===== config.mk =====
export PLATFORM = sky130hd
export DESIGN_NAME = isaac_controller
export DESIGN_NICKNAME = d
export VERILOG_FILES = /design/src/rtl/isaac_pkg.sv /design/src/rtl/isaac_controller.sv
export SDC_FILE = /design/constraint.sdc
export NUM_CORES = 1
export LEC_CHECK = 0
export BUFFER_PORTS_ARGS = -buffer_cell sky130_fd_sc_hd__buf_4
export CAP_MARGIN = 20
export CORE_MARGIN = 8
export CORE_UTILIZATION = 40
export CTS_CLUSTER_DIAMETER = 30
export DETAILED_ROUTE_END_ITERATION = 6
export PLACE_DENSITY = 0.65
export SLEW_MARGIN = 25
export SYNTH_ARGS = -nofsm -noshare
export SYNTH_HDL_FRONTEND = slang
export SYNTH_SLANG_ARGS = --single-unit
export TNS_END_PERCENT = 20

===== constraint.sdc =====
create_clock -name clk -period 1.8 [get_ports clk]
set_input_delay 0.36 -clock clk [delete_from_list [all_inputs] [get_ports clk]]
set_output_delay 0.36 -clock clk [all_outputs]
set_load 0.01 [all_outputs]

===== src/rtl/isaac_pkg.sv =====
// isaac_pkg: shared types and constants of the isaac-32 generator
`timescale 1ns / 1ps

package isaac_pkg;

  localparam int unsigned POOL_WORDS_DEF = 256;
  localparam int unsigned WORD_W         = 32;
  localparam int unsigned CMD_W          = 2;
  localparam int unsigned SEED_IDX_W     = 8;
  localparam logic [WORD_W-1:0] FILL_WORD = 32'h2F2F_2F2F;

  typedef enum logic [CMD_W-1:0] {
    CMD_LOAD  = 2'd0,
    CMD_START = 2'd1,
    CMD_DRAW  = 2'd2
  } cmd_t;

  typedef enum logic [2:0] {
    PH_NONE,
    PH_ISSUE,
    PH_X,
    PH_A,
    PH_Y,
    PH_Z,
    PH_B
  } phase_t;

  typedef struct packed {
    logic   load_we;
    logic   acc_clear;
    logic   round_init;
    phase_t phase;
    logic   pool_rd;
    logic   idx_clear;
    logic   out_load;
  } dp_cmd_t;

  typedef struct packed {
    logic last_step;
    logic idx_last;
  } dp_stat_t;

endpackage


===== src/rtl/isaac_controller.sv =====
// isaac_controller: command sequencing, round stepping and output handshake
`timescale 1ns / 1ps

module isaac_controller (
  input  logic                clk,
  input  logic                rst_n,
  input  logic                in_valid,
  output logic                in_ready,
  input  isaac_pkg::cmd_t     command,
  output logic                out_valid,
  input  logic                out_ready,
  output isaac_pkg::dp_cmd_t  cmd,
  input  isaac_pkg::dp_stat_t stat
);
  import isaac_pkg::*;

  typedef enum logic [3:0] {
    S_IDLE,
    S_RINIT,
    S_P0,
    S_PX,
    S_PA,
    S_PY,
    S_PZ,
    S_PB,
    S_DRAW_RD,
    S_DRAW_OUT
  } state_t;

  state_t state_r, state_nxt;
  logic   rnd2_r, rnd2_nxt;
  logic   draw_r, draw_nxt;
  logic   out_valid_r, out_valid_nxt;
  logic   accept;
  logic   slot_free;

  assign in_ready  = (state_r == S_IDLE);
  assign accept    = in_valid && in_ready;
  assign slot_free = !out_valid_r || out_ready;
  assign out_valid = out_valid_r;

  always_comb begin
    state_nxt     = state_r;
    rnd2_nxt      = rnd2_r;
    draw_nxt      = draw_r;
    out_valid_nxt = out_valid_r && !out_ready;
    cmd           = '0;
    cmd.phase     = PH_NONE;
    unique case (state_r)
      S_IDLE: begin
        if (accept) begin
          case (command)
            CMD_LOAD: begin
              cmd.load_we = 1'b1;
            end
            CMD_START: begin
              cmd.acc_clear = 1'b1;
              rnd2_nxt      = 1'b1;
              draw_nxt      = 1'b0;
              state_nxt     = S_RINIT;
            end
            CMD_DRAW: begin
              if (stat.idx_last) begin
                rnd2_nxt  = 1'b0;
                draw_nxt  = 1'b1;
                state_nxt = S_RINIT;
              end else begin
                cmd.pool_rd = 1'b1;
                state_nxt   = S_DRAW_OUT;
              end
            end
            default: begin
            end
          endcase
        end
      end
      S_RINIT: begin
        cmd.round_init = 1'b1;
        state_nxt      = S_P0;
      end
      S_P0: begin
        cmd.phase = PH_ISSUE;
        state_nxt = S_PX;
      end
      S_PX: begin
        cmd.phase = PH_X;
        state_nxt = S_PA;
      end
      S_PA: begin
        cmd.phase = PH_A;
        state_nxt = S_PY;
      end
      S_PY: begin
        cmd.phase = PH_Y;
        state_nxt = S_PZ;
      end
      S_PZ: begin
        cmd.phase = PH_Z;
        state_nxt = S_PB;
      end
      S_PB: begin
        cmd.phase = PH_B;
        if (!stat.last_step) begin
          state_nxt = S_PX;
        end else if (rnd2_r) begin
          rnd2_nxt  = 1'b0;
          state_nxt = S_RINIT;
        end else if (draw_r) begin
          state_nxt = S_DRAW_RD;
        end else begin
          cmd.idx_clear = 1'b1;
          state_nxt     = S_IDLE;
        end
      end
      S_DRAW_RD: begin
        cmd.pool_rd = 1'b1;
        draw_nxt    = 1'b0;
        state_nxt   = S_DRAW_OUT;
      end
      S_DRAW_OUT: begin
        if (slot_free) begin
          cmd.out_load  = 1'b1;
          out_valid_nxt = 1'b1;
          state_nxt     = S_IDLE;
        end
      end
      default: begin
        state_nxt = S_IDLE;
      end
    endcase
  end

  always_ff @(posedge clk) begin
    if (!rst_n) begin
      state_r     <= S_IDLE;
      rnd2_r      <= 1'b0;
      draw_r      <= 1'b0;
      out_valid_r <= 1'b0;
    end else begin
      state_r     <= state_nxt;
      rnd2_r      <= rnd2_nxt;
      draw_r      <= draw_nxt;
      out_valid_r <= out_valid_nxt;
    end
  end

endmodule


-- Yosys cells after proc, flatten, opt, wreduce, memory -nomap -nowiden
Index checks and enable logic that the tools add are counted.
- eq/ne operators: 16
- reductions and logical operators: 12
- mux-type cells: 35
- operator list (operator ; number):
    $pmux 4 s10 ; 1
    $mux 4 ; 6
    $mux 1 ; 19
    $pmux 3 s6 ; 1
    $eq 4x3->1 const B ; 4
    $pmux 1 s2 ; 5
    $eq 4x2->1 const B ; 2
    $eq 4x4->1 const B ; 2
    $pmux 4 s2 ; 1
    $reduce_and 5->1 ; 1
    $eq 4x1->1 const B ; 1
    $logic_not 4->1 ; 1
    $mux 2 ; 2
    $ne 2x2->1 const B ; 2
    $reduce_and 4->1 ; 1
    $reduce_bool 2->1 ; 2
    $ne 3x1->1 const B ; 1
    $ne 3x3->1 const B ; 1
    $reduce_and 3->1 ; 1
    $eq 2x1->1 const B ; 1
    $eq 2x2->1 const B ; 1
    $logic_and 1x1->1 ; 2
    $logic_not 1->1 ; 2
    $logic_not 2->1 ; 1
    2 further kinds ; 2
- output and inout bits: 11
- register bits: 7
- input port bits: 8
- word-level logic and storage cells: 67

-- Longest topological paths before layout
Gate-level depths: netlist of run 1.
- depth in word-level cells: 4
- gate-level depth with buffers: 4
- depth with buffers taken out: 3

-- Least setup slack after synthesis of run 1
OpenSTA, ideal clock, no wires.
- path kind: reg2out
- start point: register state_r[1]
- end point: output cmd[8] (netlist name)
- required time: 1440 ps
- arrival: 1226 ps
- path buffers: 1
- setup slack: 214 ps
- stages on the path, launching flop included: 4
- cell sequence: dfxtp_1 -> buf_6 -> nor4_4 -> nor4bb_1
- RTL lines (item ; RTL line ; source):
    start: declaration ; isaac_controller.sv:30 ; state_t state_r, state_nxt;
    start signal: assignment ; isaac_controller.sv:140 ; state_r <= state_nxt;
    end: declaration ; isaac_controller.sv:12 ; output isaac_pkg::dp_cmd_t cmd,

==> impl_metrics.ini, run 1 <==
[routing]
drt_wl_total_um = 1321
via_count = 531
drt-initial-drc-count = 12
detail_route.wl_per_cell_um = 13.34
vias_per_cell = 5.364
drt_first_pass_iters = 4
ant_nets = 0
drc_errors = 0

[synth]
syn_area_um2 = 549.3
yosysTopAreaCellShare = 0.2551
netlist_top_cells_area = dfxtp_1 (26%), nand2b_1 (4.6%), nor3_1 (4.6%), buf_6 (4.1%), nor4_4 (3.9%)
synth_cells = 63
yosysTopAreaCell = dfxtp_1
seq_area_frac_synth = 0.2551
async_reset_ff_frac = 0
ys_types = 35
yosysMostFrequentCell = dfxtp_1
syn_area_per_cell_um2 = 8.719
ys_ff_latch = 7
synth_edf_count = 0
ys.flop_type = dfxtp_1
yosys-top-cells-count = dfxtp_1 (7), nor2_1 (5), nor3_1 (5)
synth_fp_nets = 71
yosys_warnings = 0

[final_layout]
antenna_cells = 0
final_util = 0.5696
drive_gt1_frac = 0.4167
syn2layout_area_growth_pct = 33.26
fin_nets = 93

[timing]
skew_ps = 6.670
hold_slack_ps = 386.1
maxSlewHeadroom = 0.7886
period_share = 0.9695
worstMarginPinSlew_ps = 314.8
setup_viol = 0
worst_slack_ps = 54.88
period_needed_ps = 1745
rsz0062_at_grt = true
hold_viol = 0
slew_violations = 0
clock.fmax_ghz = 0.5730

[setup_path]
crit_arrival_ps = 1390
critPathKind = reg2out
critPathMaxFanout = 8
cp-start-kind = flop
ff2ff_setup_slack_ps = 360
critPathRequiredTime_ps = 1440
timing.rr.start = state_r[3]$_SDFFE_PN0P_
regToRegEndpoint = rnd2_r$_SDFFE_PN0P_
r2r_cells = 4
endpoint_kind = output port

[floorplan]
fp.dieH_um = 53.06
initial_utilization = 0.4275
fp.coreArea_um2 = 1285
die_w_um = 53.06
ioPinCount = 19
num_rows = 13
die_area_um2 = 2815

[placed_design]
hpwl_um = 1046
pre_cts_ws_ps = 194.0
io_buffers = 18
gp_congestion = 0.6960

[global_routing]
overflow = 0
antenna_found_initial = 0
track_usage = 0.09401
first_global_vias = 471
grt_max_degree = 11
grt_pass1_wl_um = 2042

[clock_tree]
worstSkewPairLatency_ps = 240
clockBufferDepth = 2
htree_levels = 1
cts.sinks = 7
clkSlewWorstSetupHoldPaths_ps = 50
cts_tree = built
ctsHoldBuffers = 0
root_buffer = clkbuf_4
cts_made_buffers = 3

[hold_path]
hold_start = rst_n
whs_path_depth = 2
min_to = draw_r$_SDFFE_PN0P_
worst_hold_path_type = in2reg

[power]
p_leak_nw = 0.3053
ir_drop_mv = 0.3651
power_density_nw_per_um2 = 797.7

[job]
maxCapViolCount = 0

[run_status]
status = completed
[registers in the layout, summed over array words and instances, names as in the netlist]
signal and flops:
out_valid 1, rnd2_r 1, draw_r 1, state_r 4
[routing by layer]
| layer | wire, um | track usage | vias up |
|---|---|---|---|
| met4 | 19 | 0.05042 | 0 |
| met5 | 0 | 0 | - |
| met2 | 593 | 0.1465 | 14 |
| li1 | - | - | 276 |
| met3 | 91 | 0.02241 | 2 |
| met1 | 617 | 0.1155 | 239 |
[area by class of cell]
class	count	area [um^2]
multi-input combinational	50	369.1
fill	135	553.0
timing repair buffer	21	157.7
clock buffer	4	26.28
sequential	7	152.6
inverter	2	7.507
tap	15	18.77
[worst max-delay path by stage]
stage / depth (start not counted) / slack [ps] / end / from
CTS: 3 / 20 / cmd[8] / state_r[0]$_SDFFE_PN0P_
global placement: 4 / 200 / cmd[1] / state_r[0]$_SDFFE_PN0P_
global route: 3 / -10 / cmd[8] / state_r[3]$_SDFFE_PN0P_
finish: 3 / 50 / cmd[8] / state_r[3]$_SDFFE_PN0P_
detailed placement: 4 / 190 / cmd[1] / state_r[1]$_SDFFE_PN0P_
floorplan: 3 / 210 / cmd[8] / state_r[1]$_SDFFE_PN0P_
[logic make-up after synthesis]
family / after synthesis / share of synthesized area
and+or+nand+nor: 33 / 0.4169
AOI/OAI and AO/OA: 15 / 0.2141
DFF: 7 / 0.2551
buffers and inverters: 6 / 0.08200
xor gates and xnor gates: 2 / 0.03190
[critical path, stage by stage (launching register included)]
cell      delay (ps)
dfxtp_2          350
nor4_4           370
nor4bb_1         250
buf_4            170
[layout by cell type (no fill, tap or decap), types with 2 or more instances in the layout]
master    instances
dfxtp_4           3
nand2b_1          4
nor3_1            4
clkbuf_4          3
dfxtp_1           3
buf_4            21
inv_1             2
nor3b_1           2
a21oi_1           3
nor2_1            5
nand2_1           3
a21boi_0          2
nand4b_1          2
xor2_1            2
[per-stage QoR]
stage                     setup TNS [ps]  power, mW  area (um^2)  instances
final                                  0     0.5839        732.0         99
after global placement                 0     0.4342        680.7         94
after detailed placement               0     0.4339        680.7         94
after floorplan                        0     0.3609        549.3         63
after global routing              -12.38     0.6239        732.0         99
after CTS                              0     0.5881        719.4         99
[repair_timing]
| item | CTS | global route |
|---|---|---|
| setup buffers | 1 | 0 |
| pin swaps | 1 | 1 |
| endpoints found under the hold margin | 0 | 0 |
| setup endpoints to repair | 3 | 3 |
| gates resized for setup | 4 | 4 |
[report_power, final]
group          switching, mW  internal [mW]
registers             0.0374          0.177
clock network         0.0506         0.0841
logic                  0.106          0.129
Power figures use the tool's default switching activity.
==> run 2, diff against run 1 <==
- CORE_AREA: default -> 8 8 45 47
- CORE_MARGIN: 8 -> default
- CORE_UTILIZATION: 40 -> default
- CTS_CLUSTER_DIAMETER: 30 -> default
- DIE_AREA: default -> 0 0 53 55
- PLACE_DENSITY: 0.65 -> 0.67
==> run 2 against run 1 <==
Net effect:
- final cell count increased by 3.0%
- via count increased by 4.7%
- sequential cell count unchanged
- combinational power increased by 6%
- fmax increased by 0.23%
==> impl_metrics.ini, run 2 (same netlist as run 1, synthesis figures left out) <==
[setup_path]
critPathRequiredTime_ps = 1440
crit_path_start = state_r[1]$_SDFFE_PN0P_
endpoint_kind = output port
critPathKind = reg2out
crit_arrival_ps = 1380
ff2ff_setup_slack_ps = 430
timing.rr.start = state_r[1]$_SDFFE_PN0P_
cp-start-kind = flop
regToRegEndpoint = draw_r$_SDFFE_PN0P_
r2r_cells = 3
critPathMaxFanout = 9

[job]
maxCapViolCount = 0

[global_routing]
grt_max_degree = 11
overflow = 0
first_global_vias = 505
grt_pass1_wl_um = 2214
track_usage = 0.1005
antenna_found_initial = 0

[floorplan]
fp.coreArea_um2 = 1384
ioPinCount = 19
die_w_um = 53
die_area_um2 = 2915
fp.dieH_um = 55
num_rows = 14
initial_utilization = 0.3969

[run_status]
status = completed

[placed_design]
hpwl_um = 1042
gp_congestion = 0.7703
io_buffers = 18

[power]
p_int_uw = 400.3
p_leak_nw = 0.3150
power_switching_uw = 199.7
clkPwrFrac = 0.233
seqPwrFrac = 0.353
sw_frac_of_total = 0.3328
power_uw = 600.0
power_frac_comb = 0.414
ir_drop_mv = 0.3883
power_density_nw_per_um2 = 795.3

[final_layout]
largest_reg_flops = 4
fin_nets = 95
antenna_cells = 0
layout_common_cells = buf_4 (23), nor2_1 (5), nor3_1 (4), nand2b_1 (4)
layout_commonest_cell = buf_4
largest_register = state_r
syn2layout_area_growth_pct = 37.36
drive_gt1_frac = 0.4419
final_util = 0.5452

[clock_tree]
htree_levels = 1
clkSlewWorstSetupHoldPaths_ps = 50
root_buffer = clkbuf_4
ctsHoldBuffers = 0
cts.sinks = 7
cts_tree = built
clockBufferDepth = 2
cts_made_buffers = 3
worstSkewPairLatency_ps = 250

[timing]
clock.fmax_ghz = 0.5743
worstMarginPinSlew_ps = 278.2
setup_viol = 0
hold_viol = 0
rsz0062_at_grt = true
skew_ps = 0.3366
slew_violations = 0
maxSlewHeadroom = 0.8132
period_share = 0.9673
period_needed_ps = 1741

[routing]
detail_route.wl_per_cell_um = 13.26
drt_wl_total_um = 1353
drt_first_pass_iters = 4
vias_per_cell = 5.451
via_count = 556
drc_errors = 0
drt-initial-drc-count = 15
ant_nets = 0

[hold_path]
min_to = rnd2_r$_SDFFE_PN0P_
hold_start = rst_n
worst_hold_path_type = in2reg
whs_path_depth = 2
==> run 2: cell types whose count changed in the layout (fill, tap and decap cells not counted), sizes merged <==
cell / delta
buf: +2
==> run 2: through the flow <==
step / TNS, ps / setup WS (ps) / cells / hold WS, ps / cell area [um^2]
5_1_grt: -4.749 / -4.749 / 102 / 384.9 / 754.5
3_3_place_gp: 0 / 210.3 / 95 / 519.3 / 681.9
2_1_floorplan: 0 / 214.3 / 63 / 485.8 / 549.3
3_5_place_dp: 0 / 176.4 / 95 / 543.5 / 681.9
4_1_cts: -18.09 / -18.09 / 99 / 381.8 / 713.2
6_report: 0 / 58.86 / 102 / 382.7 / 754.5
==> run 2: power by group through the flow <==
stage / combinational (mW) / clock, mW / sequential (mW)
2_1_floorplan: 0.178 / 0 / 0.183
3_3_place_gp: 0.224 / 0 / 0.209
3_5_place_dp: 0.224 / 0 / 0.210
4_1_cts: 0.224 / 0.145 / 0.210
5_1_grt: 0.272 / 0.159 / 0.215
6_report: 0.249 / 0.140 / 0.212
==> run 2: layer usage <==
layer | up-vias | global-route usage | wire (um)
li1 | 281 | - | -
met1 | 251 | 0.1168 | 582
met2 | 20 | 0.1582 | 631
met3 | 4 | 0.03743 | 111
met4 | 0 | 0.05172 | 27
met5 | - | 0 | 0
==> run 2: what timing repair did <==
| item | 4_1_cts | 5_1_grt |
|---|---|---|
| setup endpoints to repair | 3 | 3 |
| pin swaps | 1 | 1 |
| gates resized for setup | 4 | 5 |
| buffers inserted | 0 | 3 |
| hold endpoints to repair | 0 | 0 |
==> run 2: area by class of cell <==
| class | instances | area, um^2 |
|---|---|---|
| repair buffers | 23 | 172.7 |
| inverters | 2 | 7.507 |
| well taps | 16 | 20.02 |
| fillers | 138 | 629.4 |
| multi-input cells | 50 | 375.4 |
| flip-flops and latches | 7 | 152.6 |
| clock buffers | 4 | 26.28 |
==> run 2: worst max-delay path by stage <==
| stage | end | slack (ps) | depth (start not counted) |
|---|---|---|---|
| 6_report | cmd[8] | 60 | 3 |
| 5_1_grt | cmd[8] | -5 | 3 |
| 4_1_cts | cmd[8] | -20 | 3 |
| 3_5_place_dp | cmd[1] | 180 | 4 |
| 3_3_place_gp | cmd[1] | 210 | 4 |
| 2_1_floorplan | cmd[8] | 210 | 3 |
==> run 2: critical path, cell delays in order (launching register included) <==
cell and delay, ps:
dfxtp_4 370, nor4_4 340, nor4bb_2 260, buf_4 160
